## src/hdl/tcce_pkg.sv

```systemverilog
// Shared types, codes and constants of the text console cursor engine.
package tcce_pkg;

	localparam int GLYPH_WIDTH      = 9;
	localparam int GLYPH_HEIGHT     = 16;
	localparam int GLYPH_X_OFFSET   = 7;
	localparam int TAB_SPACES_DEF   = 4;
	localparam int MAX_RESULTS      = 8;

	localparam logic [7:0] CTRL_TEXT_COLUMNS = 8'd80;
	localparam logic [7:0] CTRL_TEXT_ROWS    = 8'd25;

	localparam logic OP_PUT_CHAR     = 1'b0;
	localparam logic OP_CLEAR_SCREEN = 1'b1;

	localparam logic [7:0] CHAR_BACKSPACE = 8'd8;
	localparam logic [7:0] CHAR_TAB       = 8'd9;
	localparam logic [7:0] CHAR_NEWLINE   = 8'd10;
	localparam logic [7:0] CHAR_RETURN    = 8'd13;
	localparam logic [7:0] CHAR_SPACE     = 8'd32;

	typedef enum logic [1:0] {
		CMD_GLYPH  = 2'd0,
		CMD_CLEAR  = 2'd1,
		CMD_SCROLL = 2'd2,
		CMD_FILL   = 2'd3
	} cmd_t;

	typedef enum logic [1:0] {
		CFG_TEXT_COLUMNS     = 2'd0,
		CFG_TEXT_ROWS        = 2'd1,
		CFG_BACKGROUND_COLOR = 2'd2
	} cfg_reg_t;

	typedef struct packed {
		logic        opcode;
		logic [7:0]  char_code;
		logic [23:0] fg_color;
	} item_t;

	typedef struct packed {
		cmd_t        command;
		logic [11:0] pixel_x;
		logic [11:0] pixel_y;
		logic [7:0]  glyph_code;
		logic [23:0] draw_color;
	} result_t;

	// one step of the cursor sequencer
	typedef struct packed {
		logic        emit;
		logic        done;
		logic        glyph_pending;
		logic        next_space;
		logic [8:0]  col;
		logic [7:0]  row;
		result_t     res;
	} step_t;

endpackage

```

## src/hdl/tcce_step.sv

```systemverilog
// Cursor step logic: next cursor position and the command of one sequencer step.
module tcce_step import tcce_pkg::*; (
	input  item_t       item,
	input  logic        glyph_pending,
	input  logic        last_space,
	input  logic [8:0]  col,
	input  logic [7:0]  row,
	input  logic [7:0]  text_columns,
	input  logic [7:0]  text_rows,
	input  logic [23:0] background_color,
	output step_t       step
);

	logic [8:0] adv_col;
	logic [7:0] adv_row;
	logic [7:0] adv_row_c;
	logic       adv_scroll;
	logic [8:0] bs_col;
	logic [7:0] bs_row;
	logic [8:0] g_col;
	logic [7:0] g_row;
	logic       is_tab;

	function automatic logic [11:0] pix_x(input logic [8:0] c);
		logic [11:0] prod;
		prod = 12'({3'b000, c} * 12'(GLYPH_WIDTH));
		return prod - 12'(GLYPH_X_OFFSET);
	endfunction

	function automatic logic [11:0] pix_y(input logic [7:0] r);
		return 12'({4'b0000, r} * 12'(GLYPH_HEIGHT));
	endfunction

	always_comb begin
		// advance: wrap once the column has passed the column count
		if (col > {1'b0, text_columns}) begin
			adv_col = '0;
			adv_row = row + 8'd1;
		end else begin
			adv_col = col + 9'd1;
			adv_row = row;
		end
		adv_scroll = (adv_row >= text_rows);
		if (adv_scroll) begin
			adv_row_c = (text_rows != 8'd0) ? text_rows - 8'd1 : 8'd0;
		end else begin
			adv_row_c = adv_row;
		end

		// backspace step-back with its odd wrap rule
		bs_col = col - 9'd1;
		bs_row = row;
		if (bs_col == 9'd0) begin
			bs_col = (text_columns != 8'd0) ? {1'b0, text_columns} - 9'd1 : 9'd0;
			if (row != 8'd0) begin
				bs_row = row - 8'd1;
			end
			if (bs_row == 8'd0) begin
				bs_col = '0;
				bs_row = '0;
			end
		end

		g_col  = glyph_pending ? col : adv_col;
		g_row  = glyph_pending ? row : adv_row_c;
		is_tab = (item.char_code == CHAR_TAB);

		step                = '0;
		step.col            = col;
		step.row            = row;
		step.res.command    = CMD_GLYPH;
		step.res.draw_color = background_color;

		if (item.opcode == OP_CLEAR_SCREEN) begin
			step.emit        = 1'b1;
			step.done        = 1'b1;
			step.res.command = CMD_FILL;
			step.col         = '0;
			step.row         = '0;
		end else if (item.char_code == CHAR_NEWLINE) begin
			step.emit        = adv_scroll;
			step.done        = 1'b1;
			step.res.command = CMD_SCROLL;
			step.col         = '0;
			step.row         = adv_row_c + 8'd1;
		end else if (item.char_code == CHAR_RETURN) begin
			step.done = 1'b1;
			step.col  = '0;
		end else if (item.char_code == CHAR_BACKSPACE && col != 9'd0 && !glyph_pending) begin
			// a backspace drawn as a glyph has already advanced the column
			step.emit        = 1'b1;
			step.done        = 1'b1;
			step.res.command = CMD_CLEAR;
			step.res.pixel_x = pix_x(bs_col + 9'd1);
			step.res.pixel_y = pix_y(bs_row);
			step.col         = bs_col;
			step.row         = bs_row;
		end else if (!glyph_pending && adv_scroll) begin
			// scroll now, glyph on the next step
			step.emit          = 1'b1;
			step.res.command   = CMD_SCROLL;
			step.col           = adv_col;
			step.row           = adv_row_c;
			step.glyph_pending = 1'b1;
		end else begin
			step.emit           = 1'b1;
			step.done           = !is_tab || last_space;
			step.next_space     = is_tab;
			step.res.command    = CMD_GLYPH;
			step.res.pixel_x    = pix_x(g_col);
			step.res.pixel_y    = pix_y(g_row);
			step.res.glyph_code = is_tab ? CHAR_SPACE : item.char_code;
			step.res.draw_color = item.fg_color;
			step.col            = g_col;
			step.row            = g_row;
		end
	end

endmodule

```

## src/hdl/text_console_cursor_engine_unit.sv

```systemverilog
// Top level of the text console cursor engine: handshakes, cursor state and sequencer.
//
// Each input word is held in an item register and worked off one step per clock while the
// output side keeps up; every step gives at most one command word, which goes to an output
// register. When the cursor advance of an ordinary character scrolls, the scroll gets a step
// of its own before the glyph; a tab draws TAB_SPACES spaces, and a backspace at column zero
// is drawn like an ordinary character. A newline may give no word at all. At most eight
// words come from one input word (extra tab commands are dropped, the cursor still moves),
// and tlast marks the final one. The next input word is taken in the cycle the current one
// finishes, so ordinary characters without a scroll run at one per clock while the output
// side keeps up; steps that give no word proceed while a finished word waits in the output
// register. Configuration writes are taken at any time (cfg_ready is always high) but must
// only be made while the block is idle.
module text_console_cursor_engine_unit import tcce_pkg::*; #(
	parameter int TAB_SPACES = TAB_SPACES_DEF
) (
	input  logic        clk,
	input  logic        arst_n,
	input  logic        s_tvalid,
	output logic        s_tready,
	input  logic [31:0] s_tdata,   // [7:0] char_code, [31:8] fg_color
	input  logic        s_tuser,   // [0] opcode
	output logic        m_tvalid,
	input  logic        m_tready,
	output logic [55:0] m_tdata,   // [11:0] pixel_x, [23:12] pixel_y, [31:24] glyph_code,
	                               // [55:32] draw_color
	output logic [1:0]  m_tuser,   // [1:0] command
	output logic        m_tlast,
	input  logic        cfg_valid,
	output logic        cfg_ready,
	input  logic [1:0]  cfg_index,
	input  logic [23:0] cfg_data
);

	localparam int TabW = (TAB_SPACES > 1) ? $clog2(TAB_SPACES) : 1;
	localparam int CntW = $clog2(MAX_RESULTS + 1);

	logic            busy_q;
	item_t           item_s1;
	logic            glyph_pending_q;
	logic [TabW-1:0] space_q;
	logic [CntW-1:0] count_q;
	logic [8:0]      col_q;
	logic [7:0]      row_q;
	logic [7:0]      cols_q;
	logic [7:0]      rows_q;
	logic [23:0]     bg_q;
	logic            out_valid_q;
	result_t         out_s2;
	logic            out_last_s2;

	step_t           step;
	logic            last_space;
	logic            out_emit;
	logic            out_last;
	logic            fire;
	logic            accept;

	tcce_step u_step (
		.item             (item_s1),
		.glyph_pending    (glyph_pending_q),
		.last_space       (last_space),
		.col              (col_q),
		.row              (row_q),
		.text_columns     (cols_q),
		.text_rows        (rows_q),
		.background_color (bg_q),
		.step             (step)
	);

	assign last_space = (space_q == TabW'(TAB_SPACES - 1));
	// results past the per-word limit are dropped
	assign out_emit   = step.emit && (count_q < CntW'(MAX_RESULTS));
	assign out_last   = step.done || (count_q == CntW'(MAX_RESULTS - 1));
	assign fire       = busy_q && (!out_emit || !out_valid_q || m_tready);
	assign s_tready   = !busy_q || (fire && step.done);
	assign accept     = s_tvalid && s_tready;
	assign cfg_ready  = 1'b1;

	assign m_tvalid = out_valid_q;
	assign m_tdata  = {out_s2.draw_color, out_s2.glyph_code, out_s2.pixel_y, out_s2.pixel_x};
	assign m_tuser  = out_s2.command;
	assign m_tlast  = out_last_s2;

	always_ff @(posedge clk or negedge arst_n) begin
		if (!arst_n) begin
			busy_q          <= 1'b0;
			glyph_pending_q <= 1'b0;
			space_q         <= '0;
			count_q         <= '0;
			col_q           <= '0;
			row_q           <= '0;
			cols_q          <= CTRL_TEXT_COLUMNS;
			rows_q          <= CTRL_TEXT_ROWS;
			bg_q            <= '0;
			out_valid_q     <= 1'b0;
		end else begin
			if (accept) begin
				busy_q          <= 1'b1;
				glyph_pending_q <= 1'b0;
				space_q         <= '0;
				count_q         <= '0;
			end else if (fire) begin
				if (step.done) begin
					busy_q <= 1'b0;
				end
				glyph_pending_q <= step.glyph_pending;
				if (step.next_space) begin
					space_q <= space_q + TabW'(1);
				end
				if (out_emit) begin
					count_q <= count_q + CntW'(1);
				end
			end

			if (fire) begin
				col_q <= step.col;
				row_q <= step.row;
			end

			if (fire && out_emit) begin
				out_valid_q <= 1'b1;
			end else if (m_tready) begin
				out_valid_q <= 1'b0;
			end

			if (cfg_valid) begin
				case (cfg_index)
					CFG_TEXT_COLUMNS:     cols_q <= cfg_data[7:0];
					CFG_TEXT_ROWS:        rows_q <= cfg_data[7:0];
					CFG_BACKGROUND_COLOR: bg_q   <= cfg_data;
					default: ;
				endcase
			end
		end
	end

	always_ff @(posedge clk) begin
		if (accept) begin
			item_s1.opcode    <= s_tuser;
			item_s1.char_code <= s_tdata[7:0];
			item_s1.fg_color  <= s_tdata[31:8];
		end
		if (fire && out_emit) begin
			out_s2      <= step.res;
			out_last_s2 <= out_last;
		end
	end

endmodule

```

## config.mk

```make
export PLATFORM = sky130hd
export DESIGN_NAME = text_console_cursor_engine_unit
export DESIGN_NICKNAME = d
export VERILOG_FILES = /design/src/hdl/tcce_pkg.sv /design/src/hdl/tcce_step.sv /design/src/hdl/text_console_cursor_engine_unit.sv
export SDC_FILE = /design/constraint.sdc
export NUM_CORES = 1
export LEC_CHECK = 0
export BUFFER_PORTS_ARGS = -buffer_cell sky130_fd_sc_hd__buf_2
export CORE_MARGIN = 5
export CORE_UTILIZATION = 27
export DETAILED_ROUTE_END_ITERATION = 16
export SLEW_MARGIN = 15
export SYNTH_ARGS = -nofsm -noshare
export SYNTH_HDL_FRONTEND = slang
export SYNTH_SLANG_ARGS = --single-unit
```

## constraint.sdc

```tcl
create_clock -name clk -period 16.75 [get_ports clk]
set_clock_uncertainty 0.15 [all_clocks]
set_input_delay 4.1875 -clock clk [delete_from_list [all_inputs] [get_ports clk]]
set_output_delay 4.1875 -clock clk [all_outputs]
set_load 0.1 [all_outputs]
```

==> results of run 1 <==
-- cells in the final DEF, fill, tap and decap left out, types with 29 or more instances in the layout --
master and instances:
nand2_1 128, buf_2 120, edfxtp_1 88, inv_1 72, ha_1 70, nor2_1 68, dfrtp_1 61, xnor2_1 41
mux2_2 38, nor3_1 34, o21ai_0 33, a21oi_1 29
-- metrics by stage --
stage	hold slack [ns]	std cells	instance area [um^2]	util, %
after global routing	0.371	1537	11200	31.8
after floorplan	0.329	960	9620	-
after CTS	0.353	1537	11200	31.8
after detailed placement	0.340	1505	10700	30.2
final	0.350	1537	11200	31.8
after global placement	0.336	1505	10700	30.2
-- layer usage --
metal	up-vias	part of all wire [%]	global-route usage (%)
li1	3586	-	-
met1	3499	47	17.6
met2	187	46	19.7
met3	30	5.5	3.61
met4	4	1.5	2.81
met5	-	0.084	0
-- worst paths after layout --
| path | endpoint | slack, ns | cells after the start |
|---|---|---|---|
| max in group asynchronous | cols_q[1] | 12.01 | 2 |
| hold / removal | m_tdata[51] | 0.35 | 2 |
| setup / recovery | s_tready | 6.81 | 19 |
| setup reg to reg | m_tdata[10] | 9.73 | 23 |
| hold reg to reg | m_tdata[51] | 0.35 | 2 |
| min in group asynchronous | bg_q[13] | 3.83 | 2 |
-- cells by family after synthesis --
logic type               Yosys count  share of synthesized area (%)
flip-flops                       154                           44.7
AND/OR/NAND/NOR                  328                           16.2
other                              2                         0.0781
XOR/XNOR                          62                           5.79
multiplexers                      50                           5.70
adder cells (fa/ha/maj)           77                           10.6
AO/OA/AOI/OAI                    162                           11.8
buffers and inverters            122                           5.12
-- registers in the layout, indices dropped and copies added (netlist names), 4 cells and up --
register,count
bg_q,24
col_q,9
cols_q,8
count_q,4
item_s1,33
m_tdata,52
row_q,8
rows_q,8
-- cell type report --
type	instances	area share, %
multi-input cells	684	43.1
flip-flops and latches	154	38.3
clock inverters	14	1.01
repair buffers	133	6.21
well taps	461	5.13
clock buffers	18	3.82
inverters	73	2.44
-- critical path: cells and delay by family, from the launching register on --
kind	cells	cell delay (ns)
compound gates	8	1.69
simple gates	6	1.43
buf+inv	2	0.69
fa+ha+maj	2	0.66
flops	1	0.53
xor+xnor	1	0.16
==> run_results.csv, run 1 <==
group,metric,value,unit
cells_and_area,antennaDiodeCount,0,
critical_path,critPathArrivalTime,5.60,ns
drt,wl_per_cell,16.2,um
critical_path,cp.required,12.41,ns
drt,drt-pass1-iter-count,5,
sta,tightestPinTransition,1.03,ns
drt,via_per_inst,4.75,
critical_path,r2r_start,"row_q[0]",
cts,postCtsSetupBuffers,0,
critical_path,crit_path_end_kind,"output port",
drt,totalWireLength,24900,um
logic_synthesis,synth.largest_area_cell,"edfxtp_1",
sta,slew_violations,0,
flow_run,cap_violations,0,
critical_path,crit_start,"col_q[2]",
sta,finalSetupViolations,0,
logic_synthesis,syn_avg_cell_area,10.0,um^2
cells_and_area,nFillCells,3679,
drt,drc_errors,0,
worst_hold_path,worstHoldStart,"item_s1[19]",
logic_synthesis,netlist_area,9610,um^2
cts,holdBufCountCts,0,
logic_synthesis,ys_ff_latch,154,
cts,cts-buffers-inserted,17,
sta,setup_tns,0,ns
critical_path,worstPathCellList,"ha_1 -> and4_1 -> a21oi_1 -> o211ai_1 -> a31oi_1 -> buf_4 -> or4_1 -> nor2_1 -> xnor2_1 -> ha_1 -> o21a_1 -> o21a_1 -> a221oi_1 -> o21a_1 -> nor2_1 -> nor2_1 -> nor3_1 -> o21ai_0 -> buf_2",
logic_synthesis,seq_area_frac_synth,44.7,%
floorplanning,die_w,199,um
critical_path,cp_slowest_cell,"dfrtp_1",
grt,overflow,0,
cts,clkSinkCount,154,
cts,htreeDepth,4,
sta,rsz0062_at_grt,"no",
cells_and_area,layout.nets,1204,
critical_path,critical_path_class,"reg -> out",
floorplanning,rows,69,
logic_synthesis,post_synth_most_frequent_cells,"nand2_1 (128), edfxtp_1 (88), inv_1 (72), ha_1 (70), nor2_1 (68)",
cells_and_area,drive_gt1_share,20.8,%
grt,grt_max_degree,67,
floorplanning,die_h,199,um
logic_synthesis,yosysMostFrequentCell,"nand2_1",
logic_synthesis,async_reset_ff_share,42.9,%
logic_synthesis,synth_edf_count,88,
cts,cts_tree,"done",
grt,grt_pass1_wl,39900,um
cts,path_clk_slew,0.07,ns
cts,cts_root_buf,"clkbuf_16",
cts,cts_max_path_buffers,2,
logic_synthesis,syn_inst,957,
sta,period_share,59.3,%
sta,hold_viol,0,
grt,antenna_found_initial,2,
grt,groute.usage.overall,12.7,%
logic_synthesis,ys_warn_count,0,
logic_synthesis,yosysTopAreaCellShare,27.5,%
logic_synthesis,synth_ff_type,"edfxtp_1",
cts,cts_resized,0,
sta,fmax,101,MHz
logic_synthesis,synthTopCellsByArea,"edfxtp_1 (27%), dfrtp_1 (16%), ha_1 (9.1%)",
sta,finalCriticalPeriod,9.94,ns
critical_path,worst_setup_path_start_kind,"register",
cells_and_area,multi_input_area,4850,um^2
placement,port_buffers,120,
critical_path,cpPeakStageDelay,0.53,ns
placement,gp_congestion,0.855,
sta,setup_ws,6.81,ns
cts,clkLatencyLatePin,0.43,ns
floorplanning,die-area,39500,um^2
floorplanning,start_util,27.2,%
worst_hold_path,min_path_type,"reg -> reg",
drt,ant_nets,0,
cells_and_area,syn_to_final_growth,16.9,%
sta,slew_headroom,31.1,%
status,status,"complete, no violations",
cells_and_area,seq_area,4300,um^2
drt,vias,7306,
placement,place_ws,7.19,ns
grt,grt_pass1_vias,7297,
floorplanning,num_io_pins,126,
critical_path,cp_max_fo,15,
floorplanning,core,35400,um^2
logic_synthesis,yosysUniqueCellTypes,75,
placement,post-dp-hpwl,18500,um
drt,first_iter_violations,415,
Power of run 1 is not shown: default switching activity piles up to over one toggle a cycle in this logic, so the estimate is an artifact.
==> run 2: changes to the inputs <==
clock period = 8.64 ns   (was 16.75 ns; I/O delays follow)
==> run_results.csv, run 2 (synthesis results as in run 1) <==
group,metric,value,unit
status,status,"complete, no violations",
drt,drc_errors,0,
grt,groute.usage.overall,12.5,%
cells_and_area,drive_gt1_share,20.9,%
critical_path,worstPathCellList,"ha_1 -> and4_1 -> a21oi_1 -> o211ai_1 -> a31oi_1 -> buf_4 -> mux2_2 -> ha_1 -> a21o_1 -> a21o_1 -> a21oi_1 -> o21a_1 -> nor2_1 -> nor2_1 -> nor3_1 -> o21ai_0 -> buf_2",
sta,period_share,90.8,%
floorplanning,die_w,199,um
critical_path,r2r-end,"m_tdata[11]",
cts,postCtsSetupBuffers,0,
critical_path,r2r_start,"row_q[0]",
cells_and_area,largest_reg_flops,52,
grt,grt.busiest_layer,"met2",
worst_hold_path,min_path_type,"reg -> reg",
drt,vias,7320,
critical_path,cp_max_fo,15,
critical_path,worst-path-buf-inv,2,
cts,cts_tree,"done",
cts,cts_resized,0,
critical_path,cp.required,6.33,ns
drt,ant_nets,0,
critical_path,crit_path_end_kind,"output port",
cells_and_area,post-route-util,31.9,%
cts,holdBufCountCts,0,
cts,cts_max_path_buffers,2,
critical_path,critical_path_class,"reg -> out",
floorplanning,num_io_pins,126,
critical_path,critPathArrivalTime,5.53,ns
floorplanning,rows,69,
floorplanning,die_h,199,um
worst_hold_path,worstHoldStart,"item_s1[19]",
drt,wl_per_cell,16.1,um
grt,grt_pass1_vias,7211,
sta,tightestPinTransition,1.00,ns
grt,grt_max_degree,67,
drt,drt-pass1-iter-count,5,
sta,slew_violations,0,
cts,htreeDepth,4,
drt,totalWireLength,24800,um
sta,slew_headroom,33.2,%
floorplanning,core,35400,um^2
sta,finalCriticalPeriod,7.84,ns
drt,via_per_inst,4.76,
grt,grt_pass1_wl,39400,um
critical_path,crit_family,"compound AO/OA/AOI/OAI gates",
cells_and_area,final_cell_mix,"nand2_1 (128), buf_2 (120), edfxtp_1 (88)",
placement,post-dp-hpwl,18300,um
cts,clkLatencyLatePin,0.44,ns
critical_path,cpPeakStageDelay,0.60,ns
sta,fmax,127,MHz
sta,setup_tns,0,ns
placement,port_buffers,120,
critical_path,reg2reg_setup_slack,2.04,ns
sta,finalSetupViolations,0,
cts,path_clk_slew,0.07,ns
placement,place_ws,1.26,ns
sta,setup_ws,0.797,ns
floorplanning,die-area,39500,um^2
critical_path,worst_setup_path_start_kind,"register",
worst_hold_path,whs_path_depth,2,
grt,use_met3,3.08,%
sta,rsz0062_at_grt,"no",
cts,cts_root_buf,"clkbuf_16",
placement,dp.cells,1505,
flow_run,cap_violations,0,
grt,use_met1,17.9,%
worst_hold_path,whs_endpoint,"m_tdata[51]",
cells_and_area,finalNonFillerCells,1537,
cells_and_area,syn_to_final_growth,17.4,%
grt,grt_use_met2,18.9,%
cells_and_area,antennaDiodeCount,0,
critical_path,cp_slowest_cell,"dfrtp_1",
cts,cts-buffers-inserted,17,
floorplanning,start_util,27.2,%
grt,antenna_found_initial,2,
cells_and_area,layout.nets,1204,
drt,first_iter_violations,524,
placement,gp_congestion,0.844,
cells_and_area,seq_area,4300,um^2
grt,overflow,0,
cts,clkSinkCount,154,
critical_path,crit_start,"col_q[2]",
cells_and_area,nFillCells,3714,
sta,hold_viol,0,
cells_and_area,final_common_cell,"nand2_1",
critical_path,r2r_cells,24,
cells_and_area,multi_input_area,4850,um^2
run 2: cell count changes in the layout (fill, tap and decap cells not counted):
cell,delta
bufinv_16,+2
clkbuf_1,+1
clkinv_1,-2
clkinv_4,-1
clkinvlp_4,-1
inv_6,+2
inv_8,-1
run 2: cell type report:
class / count / area share [%]
Sequential cell: 154 / 38.1
Inverter: 73 / 2.43
Multi-Input combinational cell: 684 / 43.0
Tap cell: 461 / 5.11
Clock inverter: 13 / 1.39
Timing Repair Buffer: 133 / 6.19
Clock buffer: 19 / 3.84
run 2: per-stage QoR:
stage	instance area [um^2]	hold WS, ns
2_1_floorplan	9620	0.329
3_3_place_gp	10700	0.336
3_5_place_dp	10700	0.342
4_1_cts	11300	0.356
5_1_grt	11300	0.372
6_report	11300	0.350
run 2: tightest hold or removal path, delay by kind of cell, from the launching register on:
kind,cells,cell delay [ns]
flip-flops,1,0.32
AND/OR/NAND/NOR,2,0.08
run 2: worst max-delay path by stage:
stage / end / slack, ns / depth (start not counted)
2_1_floorplan: count_q[2] / 0.16 / 19
5_1_grt: s_tready / 0.32 / 18
6_report: s_tready / 0.80 / 17
4_1_cts: s_tready / 0.76 / 17
3_5_place_dp: s_tready / 1.26 / 19
3_3_place_gp: s_tready / 1.32 / 18
run 2: routing by layer:
layer	vias to the layer above	share of wire, %
li1	3589	-
met1	3517	48
met4	4	1.7
met2	181	45
met3	29	5.3
met5	-	0.14
Power of run 2 is left out for the same reason.
